`src/rtl/core/itf_pkg.sv`:
```
`timescale 1ns / 1ps

package itf_pkg;

	localparam int MAX_DIGITS = 16;
	localparam int MAX_WIDTH  = 63;

	localparam int VAL_W   = 32;
	localparam int KIND_W  = 3;
	localparam int PAD_W   = 2;
	localparam int WID_W   = 6;
	localparam int CHAR_W  = 8;
	localparam int S_DATA_W = 40;
	localparam int M_DATA_W = 8;

	localparam int LEN_W  = $clog2(MAX_DIGITS + 2);
	localparam int BUF_N  = MAX_DIGITS + 1;
	localparam int PC_W   = 3;

	localparam logic [KIND_W-1:0] KIND_BIN  = 3'd0;
	localparam logic [KIND_W-1:0] KIND_OCT  = 3'd1;
	localparam logic [KIND_W-1:0] KIND_SDEC = 3'd2;
	localparam logic [KIND_W-1:0] KIND_UDEC = 3'd3;
	localparam logic [KIND_W-1:0] KIND_HEXL = 3'd4;
	localparam logic [KIND_W-1:0] KIND_HEXU = 3'd5;

	localparam logic [PAD_W-1:0] PAD_RSPACE = 2'd0;
	localparam logic [PAD_W-1:0] PAD_RZERO  = 2'd1;

	localparam logic [CHAR_W-1:0] CH_ZERO  = 8'h30;
	localparam logic [CHAR_W-1:0] CH_SPACE = 8'h20;
	localparam logic [CHAR_W-1:0] CH_MINUS = 8'h2D;
	localparam logic [CHAR_W-1:0] CH_LA    = 8'h61;
	localparam logic [CHAR_W-1:0] CH_UA    = 8'h41;

	// micro-operations
	localparam logic [2:0] OP_LOAD = 3'd0;
	localparam logic [2:0] OP_DIV  = 3'd1;
	localparam logic [2:0] OP_DIG  = 3'd2;
	localparam logic [2:0] OP_SIGN = 3'd3;
	localparam logic [2:0] OP_LPAD = 3'd4;
	localparam logic [2:0] OP_DIGS = 3'd5;
	localparam logic [2:0] OP_RPAD = 3'd6;
	localparam logic [2:0] OP_NOP  = 3'd7;

	// jump conditions
	localparam logic [2:0] C_NEVER    = 3'd0;
	localparam logic [2:0] C_NO_INPUT = 3'd1;
	localparam logic [2:0] C_MORE     = 3'd2;
	localparam logic [2:0] C_ACTIVE   = 3'd3;
	localparam logic [2:0] C_ALWAYS   = 3'd4;

	typedef struct packed {
		logic [2:0]      op;
		logic [2:0]      cond;
		logic [PC_W-1:0] target;
	} uword_t;

	typedef struct packed {
		logic       dec;
		logic [2:0] shamt;
		logic       upper;
	} radix_t;

	function automatic uword_t ucode(input logic [PC_W-1:0] pc);
		uword_t w;
		unique case (pc)
			3'd0:    w = '{op: OP_LOAD, cond: C_NO_INPUT, target: 3'd0};
			3'd1:    w = '{op: OP_DIV,  cond: C_NEVER,    target: 3'd0};
			3'd2:    w = '{op: OP_DIG,  cond: C_MORE,     target: 3'd1};
			3'd3:    w = '{op: OP_SIGN, cond: C_NEVER,    target: 3'd0};
			3'd4:    w = '{op: OP_LPAD, cond: C_ACTIVE,   target: 3'd4};
			3'd5:    w = '{op: OP_DIGS, cond: C_ACTIVE,   target: 3'd5};
			3'd6:    w = '{op: OP_RPAD, cond: C_ACTIVE,   target: 3'd6};
			default: w = '{op: OP_NOP,  cond: C_ALWAYS,   target: 3'd0};
		endcase
		return w;
	endfunction

endpackage

```
`src/rtl/core/integer_to_text_formatter.sv`:
```
`timescale 1ns / 1ps
// the first character is registered after the digit loop and the sign step, from the left
// padding step with left padding, else from the digit output step (no stall)
// one item at a time, N characters out, one character per cycle while the output is not stalled
// item time is set by the two-step digit loop (divide, then digit write) and the output register
// a new item is taken while the last character of the previous one waits in the output register
// arst_n clears the step counter and the output valid; data registers are not reset

module integer_to_text_formatter
	import itf_pkg::*;
(
	input  logic                 clk,
	input  logic                 arst_n,
	input  logic                 s_axis_tvalid,
	output logic                 s_axis_tready,
	input  logic [S_DATA_W-1:0]  s_axis_tdata,   // value, pad_mode, min_width
	input  logic [KIND_W-1:0]    s_axis_tuser,   // conversion_kind
	output logic                 m_axis_tvalid,
	input  logic                 m_axis_tready,
	output logic [M_DATA_W-1:0]  m_axis_tdata,   // text_char
	output logic                 m_axis_tlast
);

	logic [VAL_W-1:0]  value;
	logic [KIND_W-1:0] conversion_kind;
	logic [PAD_W-1:0]  pad_mode;
	logic [WID_W-1:0]  min_width;

	assign value           = s_axis_tdata[31:0];
	assign conversion_kind = s_axis_tuser;
	assign pad_mode        = s_axis_tdata[33:32];
	assign min_width       = s_axis_tdata[39:34];

	logic [PC_W-1:0]   pc_q;
	logic [VAL_W-1:0]  v_q;
	logic [VAL_W-1:0]  q_q;
	logic              neg_q;
	radix_t            cfg_q;
	logic              left_q;
	logic [CHAR_W-1:0] padch_q;
	logic [WID_W-1:0]  w_q;
	logic [LEN_W-1:0]  len_q;
	logic [LEN_W-1:0]  i_q;
	logic [WID_W-1:0]  j_q;
	logic [CHAR_W-1:0] sbuf_q [BUF_N];
	logic              ovalid_q;
	logic [CHAR_W-1:0] ochar_q;
	logic              olast_q;

	uword_t            uw;
	logic              neg_in;
	radix_t            cfg_in;
	logic [VAL_W-1:0]  quot;
	logic [CHAR_W-1:0] dchar;
	logic              more;
	logic              act;
	logic              cond_true;
	logic              out_free;
	logic              emit;
	logic [CHAR_W-1:0] echar;
	logic              elast;
	logic [LEN_W-1:0]  len_sign;

	assign uw = ucode(pc_q);

	itf_digit u_digit (
		.cfg     (cfg_q),
		.value   (v_q),
		.quot_in (q_q),
		.quot    (quot),
		.dchar   (dchar)
	);

	assign neg_in = (conversion_kind == KIND_SDEC) && value[VAL_W-1];

	always_comb begin
		cfg_in = '{dec: 1'b1, shamt: 3'd0, upper: 1'b1};
		unique case (conversion_kind)
			KIND_BIN:            cfg_in = '{dec: 1'b0, shamt: 3'd1, upper: 1'b1};
			KIND_OCT:            cfg_in = '{dec: 1'b0, shamt: 3'd3, upper: 1'b1};
			KIND_HEXL:           cfg_in = '{dec: 1'b0, shamt: 3'd4, upper: 1'b0};
			KIND_HEXU:           cfg_in = '{dec: 1'b0, shamt: 3'd4, upper: 1'b1};
			default:             cfg_in = '{dec: 1'b1, shamt: 3'd0, upper: 1'b1};
		endcase
	end

	assign more     = (q_q != '0) && ((len_q + LEN_W'(1)) < LEN_W'(MAX_DIGITS));
	assign len_sign = len_q + LEN_W'(neg_q);
	assign out_free = !ovalid_q || m_axis_tready;

	always_comb begin
		act   = 1'b0;
		echar = CH_SPACE;
		elast = 1'b0;
		unique case (uw.op)
			OP_LPAD: begin
				act   = !left_q && (j_q < w_q);
				echar = padch_q;
			end
			OP_DIGS: begin
				act   = (i_q != '0);
				echar = sbuf_q[i_q - LEN_W'(1)];
				elast = (i_q == LEN_W'(1)) && !(j_q < w_q);
			end
			OP_RPAD: begin
				act   = (j_q < w_q);
				elast = (j_q == w_q - WID_W'(1));
			end
			default: begin
				act = 1'b0;
			end
		endcase
	end

	assign emit = (uw.op inside {OP_LPAD, OP_DIGS, OP_RPAD}) && act && out_free;

	always_comb begin
		unique case (uw.cond)
			C_NEVER:    cond_true = 1'b0;
			C_NO_INPUT: cond_true = !s_axis_tvalid;
			C_MORE:     cond_true = more;
			C_ACTIVE:   cond_true = act;
			C_ALWAYS:   cond_true = 1'b1;
			default:    cond_true = 1'b0;
		endcase
	end

	assign s_axis_tready = (uw.op == OP_LOAD);

	always_ff @(posedge clk or negedge arst_n) begin
		if (!arst_n) begin
			pc_q <= '0;
		end else begin
			pc_q <= cond_true ? uw.target : pc_q + PC_W'(1);
		end
	end

	always_ff @(posedge clk) begin
		case (uw.op) inside
			OP_LOAD: begin
				if (s_axis_tvalid) begin
					v_q     <= neg_in ? (VAL_W'(0) - value) : value;
					neg_q   <= neg_in;
					cfg_q   <= cfg_in;
					left_q  <= pad_mode[1];
					padch_q <= (pad_mode == PAD_RZERO) ? CH_ZERO : CH_SPACE;
					w_q     <= (min_width > WID_W'(MAX_WIDTH)) ? WID_W'(MAX_WIDTH) : min_width;
					len_q   <= '0;
				end
			end
			OP_DIV: begin
				q_q <= quot;
			end
			OP_DIG: begin
				sbuf_q[len_q] <= dchar;
				v_q           <= q_q;
				len_q         <= len_q + LEN_W'(1);
			end
			OP_SIGN: begin
				if (neg_q) begin
					sbuf_q[len_q] <= CH_MINUS;
				end
				len_q <= len_sign;
				i_q   <= len_sign;
				j_q   <= WID_W'(len_sign);
			end
			OP_LPAD, OP_RPAD: begin
				if (emit) begin
					j_q <= j_q + WID_W'(1);
				end
			end
			OP_DIGS: begin
				if (emit) begin
					i_q <= i_q - LEN_W'(1);
				end
			end
			default: begin
			end
		endcase
	end

	always_ff @(posedge clk or negedge arst_n) begin
		if (!arst_n) begin
			ovalid_q <= 1'b0;
		end else if (emit) begin
			ovalid_q <= 1'b1;
		end else if (m_axis_tready) begin
			ovalid_q <= 1'b0;
		end
	end

	always_ff @(posedge clk) begin
		if (emit) begin
			ochar_q <= echar;
			olast_q <= elast;
		end
	end

	assign m_axis_tvalid = ovalid_q;
	assign m_axis_tdata  = ochar_q;
	assign m_axis_tlast  = olast_q;

endmodule

```
`src/rtl/core/itf_digit.sv`:
```
`timescale 1ns / 1ps

module itf_digit
	import itf_pkg::*;
(
	input  radix_t              cfg,
	input  logic [VAL_W-1:0]    value,
	input  logic [VAL_W-1:0]    quot_in,
	output logic [VAL_W-1:0]    quot,
	output logic [CHAR_W-1:0]   dchar
);

	logic [2*VAL_W-1:0] prod;
	logic [VAL_W-1:0]   q_dec;
	logic [VAL_W-1:0]   q_pow;
	logic [VAL_W-1:0]   tenq;
	logic [VAL_W-1:0]   diff;
	logic [3:0]         mask;
	logic [3:0]         dg;
	logic [CHAR_W-1:0]  letter;

	// divide by ten through the reciprocal
	assign prod  = {{VAL_W{1'b0}}, value} * 64'h0000_0000_CCCC_CCCD;
	assign q_dec = {3'b000, prod[63:35]};
	assign q_pow = value >> cfg.shamt;
	assign quot  = cfg.dec ? q_dec : q_pow;

	// remainder against the registered quotient
	assign tenq = {quot_in[VAL_W-4:0], 3'b000} + {quot_in[VAL_W-2:0], 1'b0};
	assign diff = value - tenq;
	assign mask = 4'((5'd1 << cfg.shamt) - 5'd1);
	assign dg   = cfg.dec ? diff[3:0] : (value[3:0] & mask);

	assign letter = cfg.upper ? CH_UA : CH_LA;
	assign dchar  = (dg > 4'd9) ? (letter + {4'b0000, dg - 4'd10}) : (CH_ZERO + {4'b0000, dg});

endmodule

```
`config.mk`:
```
export PLATFORM = sky130hd
export DESIGN_NAME = integer_to_text_formatter
export DESIGN_NICKNAME = d
export VERILOG_FILES = /design/src/rtl/core/itf_pkg.sv /design/src/rtl/core/integer_to_text_formatter.sv /design/src/rtl/core/itf_digit.sv
export SDC_FILE = /design/constraint.sdc
export NUM_CORES = 2
export LEC_CHECK = 0
export BUFFER_PORTS_ARGS = -buffer_cell sky130_fd_sc_hd__buf_4
export CORE_ASPECT_RATIO = 0.8
export CORE_MARGIN = 4
export CORE_UTILIZATION = 25
export CTS_BUF_LIST = sky130_fd_sc_hd__clkbuf_16
export DETAILED_ROUTE_END_ITERATION = 10
export PLACE_DENSITY = 0.37
export SLEW_MARGIN = 10
export SYNTH_ARGS = -nofsm -noshare
export SYNTH_HDL_FRONTEND = slang
export SYNTH_SLANG_ARGS = --single-unit
```
`constraint.sdc`:
```
create_clock -name clk -period 10.6 [get_ports clk]
set_clock_uncertainty 0.05 [all_clocks]
set_input_delay 1.06 -clock clk [delete_from_list [all_inputs] [get_ports clk]]
set_output_delay 1.06 -clock clk [all_outputs]
set_load 0.005 [all_outputs]
```
* Word level (Yosys, flattened, before mapping)
Memories as Yosys holds them, arrays and structs flattened.
Cells that the tools add are included.
** Storage, ports and cells
- Memories :: 1
- RAM bits :: 136
- Output and inout bits :: 11
- Register bits :: 114
- Bits of input ports :: 47
** Memories
- sbuf_q :: depth 17, bits a word 8, read ports 1, clocked after memory_dff 0, wr ports 1, RTL line integer_to_text_formatter.sv:45 : logic [CHAR_W-1:0] sbuf_q [BUF_N];
** Operators by class
- $mul :: 1
- Equality and inequality tests :: 26
- Reduce and logical (&&, ||, !) cells :: 30
- Bitwise operators :: 5
- Shift-type cells :: 2
- Muxes and demuxes :: 42
- Add/subtract/negate cells :: 13
- $lt $le $gt $ge :: 4
** Operators by type and width (count)
- $mux W32 :: 5
- $mul A32 B32 Y64 const B :: 1
- $pmux W9 S7 :: 1
- $mux W5 :: 11
- $reduce_bool A32 Y1 :: 1
- $shr A32 B3 Y32 :: 1
- $sub A1 B32 Y32 const A :: 1
- $mux W29 :: 1
- $eq A3 B3 Y1 const B :: 9
- $eq A3 B2 Y1 const B :: 7
- $pmux W5 S4 :: 1
- $mux W6 :: 3
- $mux W8 :: 2
- $pmux W8 S2 :: 1
- $eq A3 B1 Y1 const B :: 4
- $mux W1 :: 12
- $reduce_bool A2 Y1 :: 5
- $logic_not A3 Y1 :: 3
- $add A8 B4 Y8 :: 1
- $add A6 B4 Y7 const A :: 1
- $add A6 B1 Y6 const B :: 1
- $eq A6 B6 Y1 :: 1
- $gt A6 B6 Y1 const B :: 1
- $logic_and A1 B1 Y1 :: 6
- other kinds (33) :: 43

* Depth between registers and ports, before layout
- Depth after elaboration :: 10
- Depth in mapped cells :: 26

* Modules after synthesis
A second synthesis with hierarchy kept.
** Unflattened totals
- Cell total of the unflattened synthesis :: 2743
- Area total of the unflattened synthesis :: 29635.9 µm²
** Modules (own cells, without submodules)
- itf_digit :: times used 1, area each 18724.2 µm², cells each 2019
- integer_to_text_formatter :: times used 1, area each 10911.7 µm², cells each 724

* Worst setup path after synthesis
Ideal clock, no wire load.
- Kind :: flip-flop to flip-flop
- Start :: reg v_q[18]
- End :: reg q_q[22], data pin
- Path buffers :: 0
- Arrival :: 6.725 ns
- Slack :: 3.569 ns
- Period minus slack after synthesis :: 7.031 ns
- Data required time :: 10.295 ns
- Cell stages (with the launch flop) :: 26
- Library setup time :: 0.255 ns
- Cells stage by stage :: edfxtp_1 -> ha_1 -> inv_1 -> fa_1 -> inv_1 -> fa_1 -> inv_1 -> fa_1 -> inv_1 -> fa_1 -> fa_1 -> fa_1 -> inv_1 -> fa_1 -> inv_1 -> ha_1 -> a21oi_1 -> o21ai_0 -> a41oi_1 -> nand4_1 -> a211oi_2 -> nor2_1 -> a21oi_2 -> o21bai_2 -> a2111oi_0 -> and3b_1
** On the way
- Longest elaborated chain between the ends :: 2
** Ends and longest elaborated chain
- from (decl) :: RTL line integer_to_text_formatter.sv:35 : logic [VAL_W-1:0] v_q;
- from (signal assigned) :: RTL line integer_to_text_formatter.sv:142 : v_q <= neg_in ? (VAL_W'(0) - value) : value;
- from (signal assigned) :: RTL line integer_to_text_formatter.sv:156 : v_q <= q_q;
- $mul A32 B32 Y64 / $shr A32 B3 Y32 (equally long branches) :: RTL line itf_digit.sv:23, itf_digit.sv:25
- $mux W29 * :: RTL line itf_digit.sv:26 : assign quot = cfg.dec ? q_dec : q_pow;
- via quot[22] :: RTL line integer_to_text_formatter.sv:53 : logic [VAL_W-1:0] quot;
- to (signal assigned) :: RTL line integer_to_text_formatter.sv:152 : q_q <= quot;
- to (decl) :: RTL line integer_to_text_formatter.sv:36 : logic [VAL_W-1:0] q_q;
Mark *: on every way through the listed nets, which the timed path passes. The rest lies on a longest branch.
A chain may end at the register's enable or synchronous reset.

* Final worst setup path
- Start :: reg v_q[3]
- End :: reg q_q[22], data pin
The elaborated chain is that of the path after synthesis.

==> reports/qor.txt <==
initial antenna violation count: 3
Setup-failing EPs final: 0
Post-Syn Nets: 3,503
Tot GR Track Use: 16.8%
distinct cell type count after synthesis: 67
f_max: 108 MHz
Slew Viols, Final: 0
WS Path Type: flop to flop
Compound-Gate Fraction of Synth Area: 7.77%
mean area per synthesized cell: 10.6 sq um
Root Buffer: clkbuf_16
Resize count post-CTS: 0
Slew headroom: 24.7%
fin crit period: 9.24 ns
clock-pin slew on the worst setup and hold paths: 0.06 ns
Post-Synth Adder-Cell Area: 43.5%
crit start category: flop
setup TNS: 0 ns
Die Ht: 311 um
Crit path required time: 10.89 ns
DRC: 0
routed vias: 19,500
CORE AREA: 0.113 sq mm
first-pass GRT wire length: 149,000 um
Min-Delay Path Class: input port to async pin
# diodes: 0
Initial Util: 25.3%
CP Capture Type: flop
area delta synth->final: 11.1%
Routed WL: 101,000 um
DR WL/cell: 23.7 um
number of CTS-inserted buffers: 28
IO Port Bufs: 56
first drt pass iteration count: 5
antenna-violating nets left: 0
die footprint: 0.120 sq mm
initial DRC count: 1,452
Via density: 4.56
CTS H-tree lvls: 1
Yosys Warn Count: 0
final hold slack: 0.230 ns
post-synthesis mux area share: 5.20%
CTS tree: done
chip width: 386 um
synth top area cells: fa_1 27%, edfxtp_1 23%, ha_1 17%
Post-Synth Simple-Gate Area: 6.65%
outcome: completed
vias in the first global route: 20,800
RSZ-0062 raised after global routing: false
CP Data Arrival Time: 9.52 ns
setup slack after layout: 1.36 ns
Synth area leader: fa_1
worst-path maximum fanout: 12
Synth top area share: 27.0%
GR Overflow Total: 0
EDFF count, synth: 221
Clock Sinks: 225
Post-CTS Setup Bufs: 0
Yosys reg bits: 225
Worst-Margin Slew: 1.13 ns
share of cells above drive strength 1: 7.25%
post-synthesis xor/xnor area fraction: 4.01%
Skew-Pair Late Insertion Delay: 0.58 ns
site row count: 110
leading register cell type out of synthesis: edfxtp_1
Max Cap Viol: 0
cts hold-fix bufs: 0
pre-CTS WS: 1.31 ns
largest family of logic cells by synthesized area: adder cells
final period utilization: 87.2%
post-synthesis sequential area ratio: 23.5%
GP Congestion: 0.944
NumNets Final: 3,550
clk buf depth: 3
post-DP HPWL: 87,200 um
number of placed I/O pins: 58
Hold Vio Cnt, Final: 0
Async S/R FF share, synth: 1.78%
post-synthesis instance area: 0.0286 sq mm
largest net degree at the start of global routing: 70
synthesized instance count: 2,691
==> layer usage <==
| metal | part of all wire, % | GRT usage [%] | vias to the layer above |
|---|---|---|---|
| met5 | 0.012 | 0 | - |
| met1 | 50 | 26.0 | 9960 |
| met3 | 6.9 | 3.53 | 73 |
| met2 | 41 | 24.3 | 499 |
| li1 | - | - | 8922 |
| met4 | 1.3 | 2.40 | 2 |
==> metrics by stage <==
| step | std cells | util (%) | instance area [sq um] |
|---|---|---|---|
| CTS | 4271 | 28.1 | 31800 |
| detailed placement | 4220 | 27.3 | 30900 |
| finish | 4271 | 28.1 | 31800 |
| floorplan | 2691 | - | 28600 |
| global placement | 4220 | 27.3 | 30900 |
| global route | 4271 | 28.1 | 31800 |
==> cells by family after synthesis <==
family,count (synthesis)
flip-flops,225
buffers and inverters,706
AND/OR/NAND/NOR,410
multiplexers,94
AO/OA/AOI/OAI,359
other,1
XOR/XNOR,131
adder cells (fa/ha/maj),765
==> area by class of cell <==
class / instances / area, sq um
fill: 11900 / 81300
multi-input combinational: 1760 / 19300
sequential: 225 / 6740
inverter: 641 / 2410
tap: 1512 / 1890
clock buffer: 28 / 701
timing repair buffer: 82 / 616
clock inverter: 23 / 175
==> synth_stat cells (all sizes together) (3+ instances only) <==
master and instances:
mux2i 42, xnor2 69, a211oi 22, a31oi 15
dfrtp 4, a221oi 3, nor3 19, nand2b 6
and3 8, or3 6, edfxtp 221, o31ai 7
fa 386, nand3 26, a2111oi 4, o221ai 4
mux4 43, clkbuf 53, nor4 18, o21a 8
xor2 62, nand4 18, nand2 112, buf 12
or2 5, nor2 146, a21o 37, inv 640
a311oi 7, ha 379, mux2 9, o211ai 6
a21oi 153, and2 27, o21bai 15, o21ai 63
nor2b 11
==> placed cells by master, fill, tap and decap left out, drive strengths merged, types with 18 or more instances in the layout <==
cell type,count
xnor2,69
nand4,18
a21oi,153
nor2,146
and2,27
clkbuf,28
a21o,37
mux4,43
nor3,19
xor2,62
a211oi,22
edfxtp,221
nand2,112
fa,386
buf,82
nand3,26
mux2i,42
o21ai,63
ha,379
inv,647
nor4,18
==> critical path: stages (launching register included) <==
cell	delay, ns
edfxtp_1	0.67
ha_1	0.63
xor2_1	0.63
a21o_1	0.30
fa_1	0.46
fa_1	0.74
fa_1	0.52
fa_1	0.41
fa_1	0.52
inv_1	0.05
fa_1	0.47
inv_1	0.04
ha_1	0.44
a21oi_1	0.21
o21bai_1	0.07
a41oi_1	0.59
nand4_1	0.36
a211oi_2	0.63
nor2_1	0.18
a21oi_2	0.30
o21bai_2	0.12
a2111oi_0	0.38
and3b_1	0.22
==> path summary, 6_finish.rpt <==
path | startpoint | end | slack [ns] | cells after the start
max | v_q[3] | q_q[22] | 1.36 | 22
min | arst_n | pc_q[2] | 0.23 | 1
max reg2reg | v_q[3] | q_q[22] | 1.36 | 22
min reg2reg | sbuf_q[16][5] | m_axis_tdata[5] | 0.50 | 2
max in group asynchronous | arst_n | m_axis_tvalid | 10.16 | 1
min in group clk | sbuf_q[16][5] | m_axis_tdata[5] | 0.50 | 2
==> state kept, by name, summed over array words and instances (netlist names), 3 cells and up <==
register	count
sbuf_q	119
v_q	32
w_q	6
i_q	5
pc_q	3
len_q	5
j_q	6
q_q	32
m_axis_tdata	7
cfg_q	5
Power is left out: the tool's default activity adds up to more than one toggle a clock period on the data nets, which glitch-free logic cannot reach.
